--- src/rtl/bsfr_pkg.sv ---
package bsfr_pkg;

    // Frame delimiter and escape byte on the line.
    localparam logic [7:0] FLAG_BYTE = 8'hAB;

    // Register reset values.
    localparam logic [15:0] POLY_RESET = 16'hA001;
    localparam logic [15:0] SEED_RESET = 16'hFFFF;

    // Largest number of bytes stored for one frame; later bytes are dropped.
    localparam int MAX_FRAME = 256;
    localparam int CNT_W     = $clog2(MAX_FRAME + 1);

    // Configuration register indexes.
    localparam logic REG_CRC_POLY = 1'b0;
    localparam logic REG_CRC_SEED = 1'b1;

    // Result kinds carried in the tuser kind bit.
    localparam logic KIND_PAYLOAD = 1'b0;
    localparam logic KIND_REPORT  = 1'b1;

    // Output tdata width: 50 field bits rounded up to whole bytes.
    localparam int TDATA_W = 56;
    localparam int TUSER_W = 2;

    typedef enum logic [1:0] {
        STATUS_GOOD      = 2'd0,
        STATUS_CRC_FAIL  = 2'd1,
        STATUS_TOO_SHORT = 2'd2
    } status_t;

    // One result of the deframer, before the output register.
    typedef struct packed {
        logic        valid;
        logic        kind;
        logic [7:0]  data;
        logic        first_of_frame;
        status_t     status;
        logic [7:0]  payload_length;
        logic [15:0] frames_seen;
        logic [15:0] frames_good;
    } result_t;

endpackage

--- src/rtl/byte_stuffed_frame_receiver_crc16_unit.sv ---
// A line byte is captured in the input register and its result, if any, in the output
// register, from which the master side presents it; both hold while the output stalls.
// Throughput: one line byte per cycle while m_tready is high; at most one result per byte.
// While a result waits, the input register takes at most one more byte, then s_tready drops.
// Reset: synchronous, active low on aresetn; clears the framing state and counters
// and loads crc_poly with 0xA001 and crc_seed with 0xFFFF. No clearing pass is needed.
module byte_stuffed_frame_receiver_crc16_unit
    import bsfr_pkg::*;
(
    input  logic               aclk,
    input  logic               aresetn,

    // Input stream: one raw line byte per transaction.
    input  logic               s_tvalid,
    output logic               s_tready,
    input  logic [7:0]         s_tdata,   // [7:0] rx_byte

    // Result stream: payload bytes and frame end reports.
    output logic               m_tvalid,
    input  logic               m_tready,
    output logic [TDATA_W-1:0] m_tdata,   // [7:0] data, [9:8] status,
                                          // [17:10] payload_length,
                                          // [33:18] frames_seen,
                                          // [49:34] frames_good, [55:50] zero
    output logic [TUSER_W-1:0] m_tuser,   // [0] kind, [1] first_of_frame

    // Configuration write port.
    input  logic               cfg_wr_en,
    input  logic               cfg_index,
    input  logic [15:0]        cfg_wdata
);

    logic        in_valid_reg;
    logic [7:0]  in_byte_reg;
    logic [15:0] crc_poly_reg;
    logic [15:0] crc_seed_reg;
    logic        out_valid_reg;
    logic [TDATA_W-1:0] out_data_reg;
    logic [TUSER_W-1:0] out_user_reg;
    logic        out_free;
    logic        advance;
    result_t     res;

    // The output register can take a new result when it is empty or being drained.
    // The byte in the input register moves through the deframer whenever that is so,
    // whether or not it produces a result.
    assign out_free = !out_valid_reg || m_tready;
    assign advance  = in_valid_reg && out_free;
    assign s_tready = !in_valid_reg || out_free;

    always_ff @(posedge aclk) begin
        if (!aresetn) begin
            crc_poly_reg <= POLY_RESET;
            crc_seed_reg <= SEED_RESET;
        end else if (cfg_wr_en) begin
            case (cfg_index)
                REG_CRC_POLY: crc_poly_reg <= cfg_wdata;
                REG_CRC_SEED: crc_seed_reg <= cfg_wdata;
                default: ;
            endcase
        end
    end

    // Input register.
    always_ff @(posedge aclk) begin
        if (!aresetn) begin
            in_valid_reg <= 1'b0;
        end else if (s_tready) begin
            in_valid_reg <= s_tvalid;
        end
    end

    always_ff @(posedge aclk) begin
        if (s_tvalid && s_tready) begin
            in_byte_reg <= s_tdata;
        end
    end

    bsfr_deframer u_deframer (
        .aclk     (aclk),
        .aresetn  (aresetn),
        .step     (advance),
        .rx_byte  (in_byte_reg),
        .crc_poly (crc_poly_reg),
        .crc_seed (crc_seed_reg),
        .res      (res)
    );

    // Output register.
    always_ff @(posedge aclk) begin
        if (!aresetn) begin
            out_valid_reg <= 1'b0;
        end else if (out_free) begin
            out_valid_reg <= advance && res.valid;
        end
    end

    always_ff @(posedge aclk) begin
        if (out_free && advance && res.valid) begin
            out_data_reg <= {6'b0, res.frames_good, res.frames_seen, res.payload_length,
                             res.status, res.data};
            out_user_reg <= {res.first_of_frame, res.kind};
        end
    end

    assign m_tvalid = out_valid_reg;
    assign m_tdata  = out_data_reg;
    assign m_tuser  = out_user_reg;

`ifndef SYNTHESIS
    a_held_byte_kept: assert property (@(posedge aclk) disable iff (!aresetn)
        in_valid_reg && !out_free |=> in_valid_reg && $stable(in_byte_reg))
        else $error("input byte lost while the output was stalled");

    a_status_code: assert property (@(posedge aclk) disable iff (!aresetn)
        m_tvalid && m_tuser[0] == KIND_REPORT |-> m_tdata[9:8] != 2'd3)
        else $error("frame end report carries an undefined status");

    a_short_length: assert property (@(posedge aclk) disable iff (!aresetn)
        m_tvalid && m_tuser[0] == KIND_REPORT && m_tdata[9:8] == STATUS_TOO_SHORT
        |-> m_tdata[17:10] == 8'd0 && m_tuser[1] == 1'b0)
        else $error("too-short report has a nonzero length");
`endif

endmodule

--- src/rtl/bsfr_crc16_fold.sv ---
module bsfr_crc16_fold
    import bsfr_pkg::*;
(
    input  logic [15:0] crc_in,
    input  logic [7:0]  data_in,
    input  logic [15:0] poly,
    output logic [15:0] crc_out
);

    // Reflected CRC, one bit per step, least significant bit first.
    always_comb begin
        logic [15:0] crc;
        crc = crc_in ^ {8'h00, data_in};
        for (int i = 0; i < 8; i++) begin
            if (crc[0]) begin
                crc = (crc >> 1) ^ poly;
            end else begin
                crc = crc >> 1;
            end
        end
        crc_out = crc;
    end

endmodule

--- src/rtl/bsfr_deframer.sv ---
module bsfr_deframer
    import bsfr_pkg::*;
(
    input  logic        aclk,
    input  logic        aresetn,
    input  logic        step,
    input  logic [7:0]  rx_byte,
    input  logic [15:0] crc_poly,
    input  logic [15:0] crc_seed,
    output result_t     res
);

    logic             in_frame_reg, in_frame_next;
    logic             flag_pending_reg, flag_pending_next;
    logic [CNT_W-1:0] stored_count_reg, stored_count_next;
    logic [7:0]       held0_reg, held0_next;
    logic [7:0]       held1_reg, held1_next;
    logic [15:0]      running_crc_reg, running_crc_next;
    logic [15:0]      seen_count_reg, seen_count_next;
    logic [15:0]      good_count_reg, good_count_next;
    logic [15:0]      crc_folded;

    bsfr_crc16_fold u_fold (
        .crc_in  (running_crc_reg),
        .data_in (held0_reg),
        .poly    (crc_poly),
        .crc_out (crc_folded)
    );

    always_comb begin
        logic [7:0]       store_byte;
        logic [CNT_W-1:0] count_base;
        in_frame_next     = in_frame_reg;
        flag_pending_next = flag_pending_reg;
        stored_count_next = stored_count_reg;
        held0_next        = held0_reg;
        held1_next        = held1_reg;
        running_crc_next  = running_crc_reg;
        seen_count_next   = seen_count_reg;
        good_count_next   = good_count_reg;
        res               = '0;
        store_byte = (in_frame_reg && flag_pending_reg) ? FLAG_BYTE : rx_byte;
        count_base = in_frame_reg ? stored_count_reg : '0;

        if (step) begin
            if (rx_byte != FLAG_BYTE) begin
                if (!in_frame_reg) begin
                    running_crc_next = crc_seed;
                end
                in_frame_next = 1'b1;
                if (count_base < CNT_W'(MAX_FRAME)) begin
                    if (count_base == CNT_W'(0)) begin
                        held0_next = store_byte;
                    end else if (count_base == CNT_W'(1)) begin
                        held1_next = store_byte;
                    end else begin
                        // The oldest held byte is now known to be payload.
                        res.valid          = 1'b1;
                        res.kind           = KIND_PAYLOAD;
                        res.data           = held0_reg;
                        res.first_of_frame = (count_base == CNT_W'(2));
                        running_crc_next   = crc_folded;
                        held0_next         = held1_reg;
                        held1_next         = store_byte;
                    end
                    stored_count_next = count_base + CNT_W'(1);
                end else begin
                    stored_count_next = count_base;
                end
                flag_pending_next = 1'b0;
            end else begin
                if (flag_pending_reg && in_frame_reg) begin
                    res.valid = 1'b1;
                    res.kind  = KIND_REPORT;
                    if (stored_count_reg > CNT_W'(2)) begin
                        seen_count_next    = seen_count_reg + 16'd1;
                        res.payload_length = 8'(stored_count_reg - CNT_W'(2));
                        if ({held1_reg, held0_reg} == running_crc_reg) begin
                            good_count_next = good_count_reg + 16'd1;
                            res.status      = STATUS_GOOD;
                        end else begin
                            res.status = STATUS_CRC_FAIL;
                        end
                    end else begin
                        res.status = STATUS_TOO_SHORT;
                    end
                    res.frames_seen   = seen_count_next;
                    res.frames_good   = good_count_next;
                    stored_count_next = '0;
                end
                if (flag_pending_reg) begin
                    in_frame_next = 1'b0;
                end
                flag_pending_next = 1'b1;
            end
        end
    end

    always_ff @(posedge aclk) begin
        if (!aresetn) begin
            in_frame_reg     <= 1'b0;
            flag_pending_reg <= 1'b0;
            stored_count_reg <= '0;
            running_crc_reg  <= SEED_RESET;
            seen_count_reg   <= '0;
            good_count_reg   <= '0;
        end else begin
            in_frame_reg     <= in_frame_next;
            flag_pending_reg <= flag_pending_next;
            stored_count_reg <= stored_count_next;
            running_crc_reg  <= running_crc_next;
            seen_count_reg   <= seen_count_next;
            good_count_reg   <= good_count_next;
        end
    end

    always_ff @(posedge aclk) begin
        held0_reg <= held0_next;
        held1_reg <= held1_next;
    end

`ifndef SYNTHESIS
    a_count_in_range: assert property (@(posedge aclk) disable iff (!aresetn)
        stored_count_reg <= CNT_W'(MAX_FRAME))
        else $error("stored byte count exceeds the frame limit");

    a_idle_count_zero: assert property (@(posedge aclk) disable iff (!aresetn)
        !in_frame_reg |-> stored_count_reg == '0)
        else $error("byte count not cleared outside a frame");

    a_report_closes_frame: assert property (@(posedge aclk) disable iff (!aresetn)
        res.valid && res.kind == KIND_REPORT |=> !in_frame_reg && stored_count_reg == '0)
        else $error("frame still open after its end report");
`endif

endmodule

--- config.mk ---
export PLATFORM = sky130hd
export DESIGN_NAME = byte_stuffed_frame_receiver_crc16_unit
export DESIGN_NICKNAME = d
export VERILOG_FILES = /design/src/rtl/bsfr_pkg.sv /design/src/rtl/byte_stuffed_frame_receiver_crc16_unit.sv /design/src/rtl/bsfr_crc16_fold.sv /design/src/rtl/bsfr_deframer.sv
export SDC_FILE = /design/constraint.sdc
export NUM_CORES = 1
export LEC_CHECK = 0
export ABC_CLOCK_PERIOD_IN_PS = 6160
export BUFFER_PORTS_ARGS = -buffer_cell sky130_fd_sc_hd__buf_2
export CAP_MARGIN = 0
export CORE_UTILIZATION = 40
export DETAILED_ROUTE_END_ITERATION = 12
export PLACE_DENSITY = 0.56
export RECOVER_POWER = 100
export SLEW_MARGIN = 5
export SYNTH_ARGS = -nofsm -noshare
export SYNTH_HDL_FRONTEND = slang
export SYNTH_SLANG_ARGS = --single-unit
export TNS_END_PERCENT = 30
--- constraint.sdc ---
create_clock -name aclk -period 6.16 [get_ports aclk]
set_input_delay 0.308 -clock aclk [delete_from_list [all_inputs] [get_ports aclk]]
set_output_delay 0.308 -clock aclk [all_outputs]
set_load 0.05 [all_outputs]
==> reports/results.tsv, run 1 <==
metric	value	unit
status	finished with violations	
failing checks	max-capacitance violations, max-slew violations	
CTS Buffer Depth	2	
hold path start	s_tdata[6]	
synthesized area	0.0101	sq mm
leak pwr	3.77	nW
critical path capture point type	flop	
asr flop ratio synth	0	%
Rel. slew slack	-166	%
main flop type after synthesis	dfxtp_1	
CP startpoint	u_deframer.held0_reg[0]	
Final Cell Area	0.0112	sq mm
WL/cell	16.6	um
Worst EP arrival	5.38	ns
Synth cell types	66	
Setup-failing EPs final	0	
Pwr Total	3.07	mW
Critical Path Source Type	flop	
clock slew at reported path FFs	0.07	ns
Fin Setup TNS	0	ns
H-tree depth	4	
vias in the first global route	7349	
GRT overflow	0	
TritonCTS Buffers	17	
CTS tree	built	
FP Rows	57	
Post-Synthesis Cells	1143	
PD cells	275	mW/mm^2
postcts setup bufs	0	
Post-CTS Resized	0	
drc violations	0	
largest net degree at the start of global routing	95	
share of the synthesized area in the top cell type	22.6	%
RR Startpoint	u_deframer.held0_reg[0]	
maximum VDD drop	0.000154	V
core footprint	0.0245	sq mm
drt first pass iters	5	
Slew Limit Fails	164	
Yosys warning count	0	
initial antenna violation count	0	
cell with the most instances after synthesis	nand2_1	
Area growth syn-to-layout	10.7	%
first-pass GRT wire length	39900	um
fin crit period	5.27	ns
gr usage total	19.6	%
Via Count	8090	
Avg Cell Area, Syn	8.82	sq um
clk_skew	0.0164	ns
min-delay worst type	input pin to flop	
vias per cell	5.34	
Starting Density	41.1	%
layout cell share with drive strength beyond 1	7.56	%
drt first-iter violations	732	
HPWL after DPL	17400	um
period utilisation layout	85.5	%
Layout Nets	1215	
die area	0.0258	sq mm
Req. time, crit path	6.27	ns
CP max FO	29	
number of flops mapped to enable cells by yosys	76	
most area-consuming cells after synthesis	edfxtp_1 (23%), dfxtp_1 (18%), xnor2_1 (11%)	
final hold violations	0	
CTS root buf	clkbuf_16	
Max Cap Viol	3	
# diodes	0	
Seq/Total Area, Yosys	41.1	%
RSZ-0062 raised after global routing	false	
clk sink count	169	
Worst Max-Slew Pin Slew	3.99	ns
fillers	2443	
Largest register FFs	50	
GP Congestion	0.849	
share of the core filled with cells	45.5	%
synth cell count leaders	nand2_1 (209), xnor2_1 (122), dfxtp_1 (93)	
DRT Wirelength	25100	um
largest area contributor in the synthesized netlist	edfxtp_1	
Die Height	161	um
Die W	161	um
FF+latch count, synth	169	
fmax	190	MHz
hold_buf cts	0	
port bufs	83	
Clk Latency, worst-skew pair	0.44	ns
critical path type	flop to flop	
area post-placement	0.0107	sq mm
ANT nets after route	0	
IO Pins	90	
placed cells by master (no fill, tap or decap), types with 15 or more instances in the layout:
cell,count
nor2_1,57
clkbuf_16,17
or3_1,23
buf_2,28
nand3_1,59
a21boi_0,22
xnor2_1,121
nand2_1,209
and2_1,16
dfxtp_1,93
nor3_1,15
a21oi_1,49
o22ai_1,15
inv_1,17
and3_1,21
edfxtp_1,76
clkbuf_1,58
xor2_1,29
o21ai_0,38
and2_0,30
power by group:
part | switching, mW | internal, mW | leakage, nW
Combinational | 0.435 | 0.283 | 2.10
Clock | 0.529 | 0.589 | 0.303
Sequential | 0.0366 | 1.19 | 1.36
layer usage:
layer | GRT usage, % | up-vias | share of wire [%]
met5 | 0 | - | 0
met4 | 5.70 | 0 | 1.5
met3 | 3.07 | 26 | 4.6
met2 | 31.0 | 236 | 45
met1 | 27.5 | 3782 | 48
li1 | - | 4046 | -
layout make-up:
type                       instances  area (sq um)  area share [%]
multi-input combinational        879          5510            49.4
clock inverter                    15           195            1.75
sequential                       169          4140            37.1
inverter                          17          63.8           0.572
tap                              324           405            3.63
clock buffer                      17           425            3.81
timing repair buffer              94           418            3.74
worst max-delay path, stage by stage (launching register included):
cell      delay [ns]
edfxtp_1        0.40
xor2_1          0.90
nand2_1         0.22
xnor2_1         0.27
or4_4           0.60
and2_1          0.38
and3_1          0.32
or4_4           0.53
a41o_1          0.25
nor3b_2         0.31
xnor2_2         0.15
buf_4           0.30
and4_1          0.24
a221oi_1        0.05
stage by stage:
stage	instances	setup WS, ns	hold slack (ns)
2_1_floorplan	1148	1.23	0.407
3_3_place_gp	1483	1.44	0.456
3_5_place_dp	1483	1.37	0.459
4_1_cts	1515	1.35	0.0249
5_1_grt	1515	0.529	0.0279
6_report	1515	0.891	0.0440
cell families (layout without fill, tap and decap cells):
group | count (synthesis) | after routing | share of synthesized area, %
compound gates | 207 | 207 | 14.0
buf+inv | 100 | 143 | 4.34
fa+ha+maj | 7 | 7 | 0.869
mux | 15 | 15 | 1.59
other cells | 1 | 6 | 0.0372
xor+xnor | 160 | 160 | 15.0
simple gates | 484 | 484 | 23.1
flops | 169 | 169 | 41.1
worst paths after layout:
path	slack [ns]	cells after the start	end
worst max-delay path	0.89	13	u_deframer.running_crc_reg[7]
worst min-delay path	0.04	1	in_byte_reg[6]
worst max register to register	0.89	13	u_deframer.running_crc_reg[7]
worst min register to register	0.48	2	crc_seed_reg[1]
(Power assumes the default switching activity.)
==> run 2: changes to the inputs <==
Settings changed: RECOVER_POWER 100 to unset.
==> run 2 against run 1 <==
Cell area rose by 1.0%; via count is 0.15% lower; first-iteration DRC count decreased by 5.3%; sequential power barely moved; non-clock buffer count stayed put; sequential cell count unchanged; register-to-register slack better by 0.42 ns; highest routed layer unchanged; routed wire length down 0.13%; the flow now finishes without violations; cell count is the same; combinational power barely moved; setup slack improved by 0.42 ns.
==> reports/results.tsv, run 2 (synthesized netlist as in run 1, its figures left out) <==
metric	value	unit
status	finished clean	
vias per cell	5.33	
drt first pass iters	5	
fin crit period	4.85	ns
Slew Limit Fails	0	
gr usage total	19.6	%
Max Cap Viol	0	
hold_buf cts	0	
combinational power share	23.5	%
Req. time, crit path	6.48	ns
H-tree depth	4	
Fin Setup TNS	0	ns
Pint	2.07	mW
TritonCTS Buffers	17	
Starting Density	41.1	%
sw frac	32.7	%
layout cell share with drive strength beyond 1	13.2	%
CP max FO	29	
most frequent cells in the layout	nand2_1 (209), xnor2_1 (121), dfxtp_1 (93), buf_2 (83), edfxtp_1 (76)	
Post-CTS Resized	0	
ANT nets after route	0	
CTS Buffer Depth	2	
drt first-iter violations	693	
Rel. slew slack	29.8	%
multi-input logic area	0.00555	sq mm
sw power	1.00	mW
Die Height	161	um
CTS root buf	clkbuf_16	
GP Congestion	0.849	
first-pass GRT wire length	39900	um
HPWL after DPL	17400	um
IO Pins	90	
CTS tree	built	
final hold violations	0	
Post-Place Worst Slack	1.37	ns
critical path capture point type	flop	
Setup-failing EPs final	0	
WHS	0.0458	ns
clk_skew	0.0182	ns
crit path buf inv count	1	
min setup slack post-route	1.31	ns
Via Count	8078	
sequential power share	40.1	%
postcts setup bufs	0	
Die W	161	um
port bufs	83	
critical path type	flop to flop	
# diodes	0	
clock slew at reported path FFs	0.07	ns
Critical Path Source Type	flop	
Layout Nets	1215	
DRT Wirelength	25100	um
WL/cell	16.5	um
clock network power share	36.4	%
hold path start	s_tdata[0]	
largest stage delay on the critical path	0.58	ns
Largest register FFs	50	
drc violations	0	
GRT overflow	0	
min-delay worst type	input pin to flop	
vias in the first global route	7349	
largest net degree at the start of global routing	95	
period utilisation layout	78.7	%
leak pwr	3.89	nW
PD cells	272	mW/mm^2
fillers	2414	
RR Startpoint	u_deframer.held0_reg[0]	
RSZ-0062 raised after global routing	false	
fmax	206	MHz
CP startpoint	u_deframer.held0_reg[0]	
crit-path cells	xor2_2 > xnor2_1 > a21oi_1 > or4_4 > and2_1 > and3_4 > or4_4 > a41o_1 > nor3b_2 > xnor2_2 > buf_4 > a21oi_1 > o31a_1	
initial antenna violation count	0	
slowest CP cell	xor2_2	
register area	0.00414	sq mm
Worst Max-Slew Pin Slew	1.05	ns
maximum VDD drop	0.000153	V
Area growth syn-to-layout	11.9	%
core footprint	0.0245	sq mm
die area	0.0258	sq mm
Clk Latency, worst-skew pair	0.44	ns
Worst EP arrival	5.17	ns
most common cell after layout, fill and taps aside	nand2_1	
FP Rows	57	
clk sink count	169	
crit-path leading delay family	simple AND/OR/NAND/NOR gates	
## run 2: cell count changes in the layout (fill, tap and decap cells not counted), sizes merged
cell and delta:
buf +58, clkbuf -58
## run 2: metal layers
metal	track usage, %	share of wire, %
met1	27.5	48
met5	0	0
met4	5.70	1.4
met3	3.07	4.5
met2	31.0	46
## run 2: path summary, 6_finish.rpt
kind,end,cells after the start,slack (ns)
hold / removal,in_byte_reg[0],1,0.05
setup reg to reg,u_deframer.running_crc_reg[13],13,1.31
hold reg to reg,crc_seed_reg[1],2,0.48
setup / recovery,u_deframer.running_crc_reg[13],13,1.31
## run 2: area by class of cell
cell class                      count  area share [%]
Multi-Input combinational cell    879            49.2
Clock inverter                     15            1.73
Inverter                           17           0.566
Sequential cell                   169            36.7
Clock buffer                       17            3.77
Tap cell                          324            3.59
Timing Repair Buffer               94            4.42
## run 2: power groups by stage
stage / sequential [mW] / clock (mW) / combinational (mW)
2_1_floorplan: 1.24 / 0 / 0.592
3_3_place_gp: 1.26 / 0 / 0.708
3_5_place_dp: 1.26 / 0 / 0.714
4_1_cts: 1.23 / 1.14 / 0.719
5_1_grt: 1.23 / 1.18 / 0.784
6_report: 1.23 / 1.12 / 0.721
## run 2: metrics by stage
| step | instance area [sq um] | power, mW | cells | utilization (%) |
|---|---|---|---|---|
| 5_1_grt | 11300 | 3.20 | 1515 | 46.0 |
| 3_5_place_dp | 10700 | 1.97 | 1483 | 43.4 |
| 6_report | 11300 | 3.07 | 1515 | 46.0 |
| 3_3_place_gp | 10700 | 1.96 | 1483 | 43.4 |
| 4_1_cts | 11300 | 3.09 | 1515 | 46.0 |
| 2_1_floorplan | 10100 | 1.84 | 1148 | - |
==> run 3: changes to the inputs <==
Settings changed: ABC_CLOCK_PERIOD_IN_PS 6160 to 4350, PLACE_DENSITY 0.56 to 0.59.
Clock period 6.16 ns to 4.35 ns, I/O delays scaled along.
==> run 3 against run 2 <==
Non-clock buffer count up 46; hold slack worse by 0.030 ns; die area unchanged; sequential cell count unchanged; cell count up 3.0%; clock skew down 0.0013 ns; critical path depth up 2; clock-buffer cell count unchanged; setup slack worse by 1.1 ns; first-iteration DRC count down 18%; fmax up 17%; clock power up 38%.
==> reports/results.tsv, run 3 (synthesized netlist as in run 1, its figures left out) <==
metric	value	unit
Area growth syn-to-layout	16.1	%
CTS tree	built	
Setup-failing EPs final	0	
gr usage total	20.0	%
IO Pins	90	
HPWL after DPL	17500	um
area post-placement	0.0109	sq mm
placed cell count	1512	
Post-Place Worst Slack	0.202	ns
Fin Setup TNS	0	ns
Clk Latency, worst-skew pair	0.44	ns
clk_skew	0.0168	ns
Layout Nets	1261	
Rel. slew slack	32.2	%
drc violations	0	
Die Height	161	um
TritonCTS Buffers	17	
fin crit period	4.14	ns
Worst EP arrival	4.46	ns
FP Rows	57	
vias in the first global route	7698	
largest net degree at the start of global routing	71	
vias per cell	5.30	
Via Count	8275	
Worst Max-Slew Pin Slew	1.01	ns
PD cells	377	mW/mm^2
core footprint	0.0245	sq mm
GRT overflow	0	
Die W	161	um
CP max FO	25	
drt first-iter violations	571	
period utilisation layout	95.2	%
Starting Density	41.1	%
Max Cap Viol	0	
layout cell share with drive strength beyond 1	15.4	%
status	finished clean	
Pwr Total	4.41	mW
clock slew at reported path FFs	0.08	ns
Req. time, crit path	4.67	ns
CTS Buffer Depth	2	
Finished Layout Cells	1561	
min-delay worst type	input pin to flop	
first-pass GRT wire length	41100	um
die area	0.0258	sq mm
H-tree depth	4	
Largest register FFs	50	
initial antenna violation count	0	
most common cell after layout, fill and taps aside	nand2_1	
final hold violations	0	
DRT Wirelength	25100	um
leak pwr	4.11	nW
RSZ-0062 raised after global routing	false	
maximum VDD drop	0.000248	V
CTS root buf	clkbuf_16	
critical path capture point type	flop	
clk sink count	169	
Final Cell Area	0.0117	sq mm
fmax	242	MHz
most frequent cells in the layout	nand2_1 (209), xnor2_1 (121), dfxtp_1 (93), buf_2 (83), edfxtp_1 (76)	
critical path type	flop to flop	
min setup slack post-route	0.210	ns
WL/cell	16.1	um
# diodes	0	
port bufs	83	
Slew Limit Fails	0	
ANT nets after route	0	
GP Congestion	0.853	
drt first pass iters	5	
Critical Path Source Type	flop	
run 3: final cells by class:
type                            instances  area, sq um
Clock buffer                           17          425
Clock inverter                         15          176
Fill cell                            2399        12800
Inverter                               17         63.8
Multi-Input combinational cell        879         5590
Sequential cell                       169         4140
Tap cell                              324          405
Timing Repair Buffer                  140          898
run 3: path summary, 6_finish.rpt:
| kind | start | end | slack, ns | cells past startpoint |
|---|---|---|---|---|
| worst max-delay path | u_deframer.held0_reg[0] | u_deframer.running_crc_reg[11] | 0.21 | 15 |
| worst min-delay path | cfg_wdata[6] | crc_seed_reg[6] | 0.02 | 3 |
| worst max register to register | u_deframer.held0_reg[0] | u_deframer.running_crc_reg[11] | 0.21 | 15 |
| worst min register to register | crc_seed_reg[13] | crc_seed_reg[13] | 0.48 | 2 |
run 3: power by group:
group	switching (mW)	total, mW	leakage [nW]	internal, mW
Combinational	0.641	1.13	2.45	0.487
Clock	0.759	1.54	0.293	0.777
Sequential	0.0520	1.74	1.36	1.69
Total	1.45	4.41	4.11	2.96
run 3: metrics by stage:
stage                     hold slack, ns  util [%]
after floorplan                    0.316         -
after global placement             0.396      44.4
after detailed placement           0.396      44.4
after CTS                        0.00341      47.5
after global routing              0.0188      47.7
final                             0.0155      47.7
run 3: repair_timing:
action / 4_1_cts / 5_1_grt
buffers inserted: 0 / 0
gates resized for setup: 0 / 8
endpoints found under the setup margin: 0 / 16
hold buffers: 17 / 0
endpoints found under the hold margin: 18 / 0
run 3: worst max-delay path, stage by stage (launching register included):
cell	delay, ns
edfxtp_1	0.47
xor2_4	0.28
buf_4	0.22
nand3_1	0.18
a2111oi_1	0.46
buf_4	0.18
a21o_1	0.08
a221oi_1	0.08
xnor2_1	0.22
or4_4	0.46
a41o_1	0.25
nor3b_2	0.34
xnor2_2	0.22
buf_12	0.21
a21oi_1	0.09
o31a_1	0.29
run 3: metal layers:
layer | global-route usage, % | wire [um] | vias to the layer above | share of wire (%)
met5 | 0 | 0 | - | 0
met4 | 5.92 | 395 | 0 | 1.6
met3 | 2.94 | 1120 | 33 | 4.5
met2 | 31.2 | 11300 | 196 | 45
met1 | 28.5 | 12200 | 3914 | 49
li1 | - | - | 4132 | -
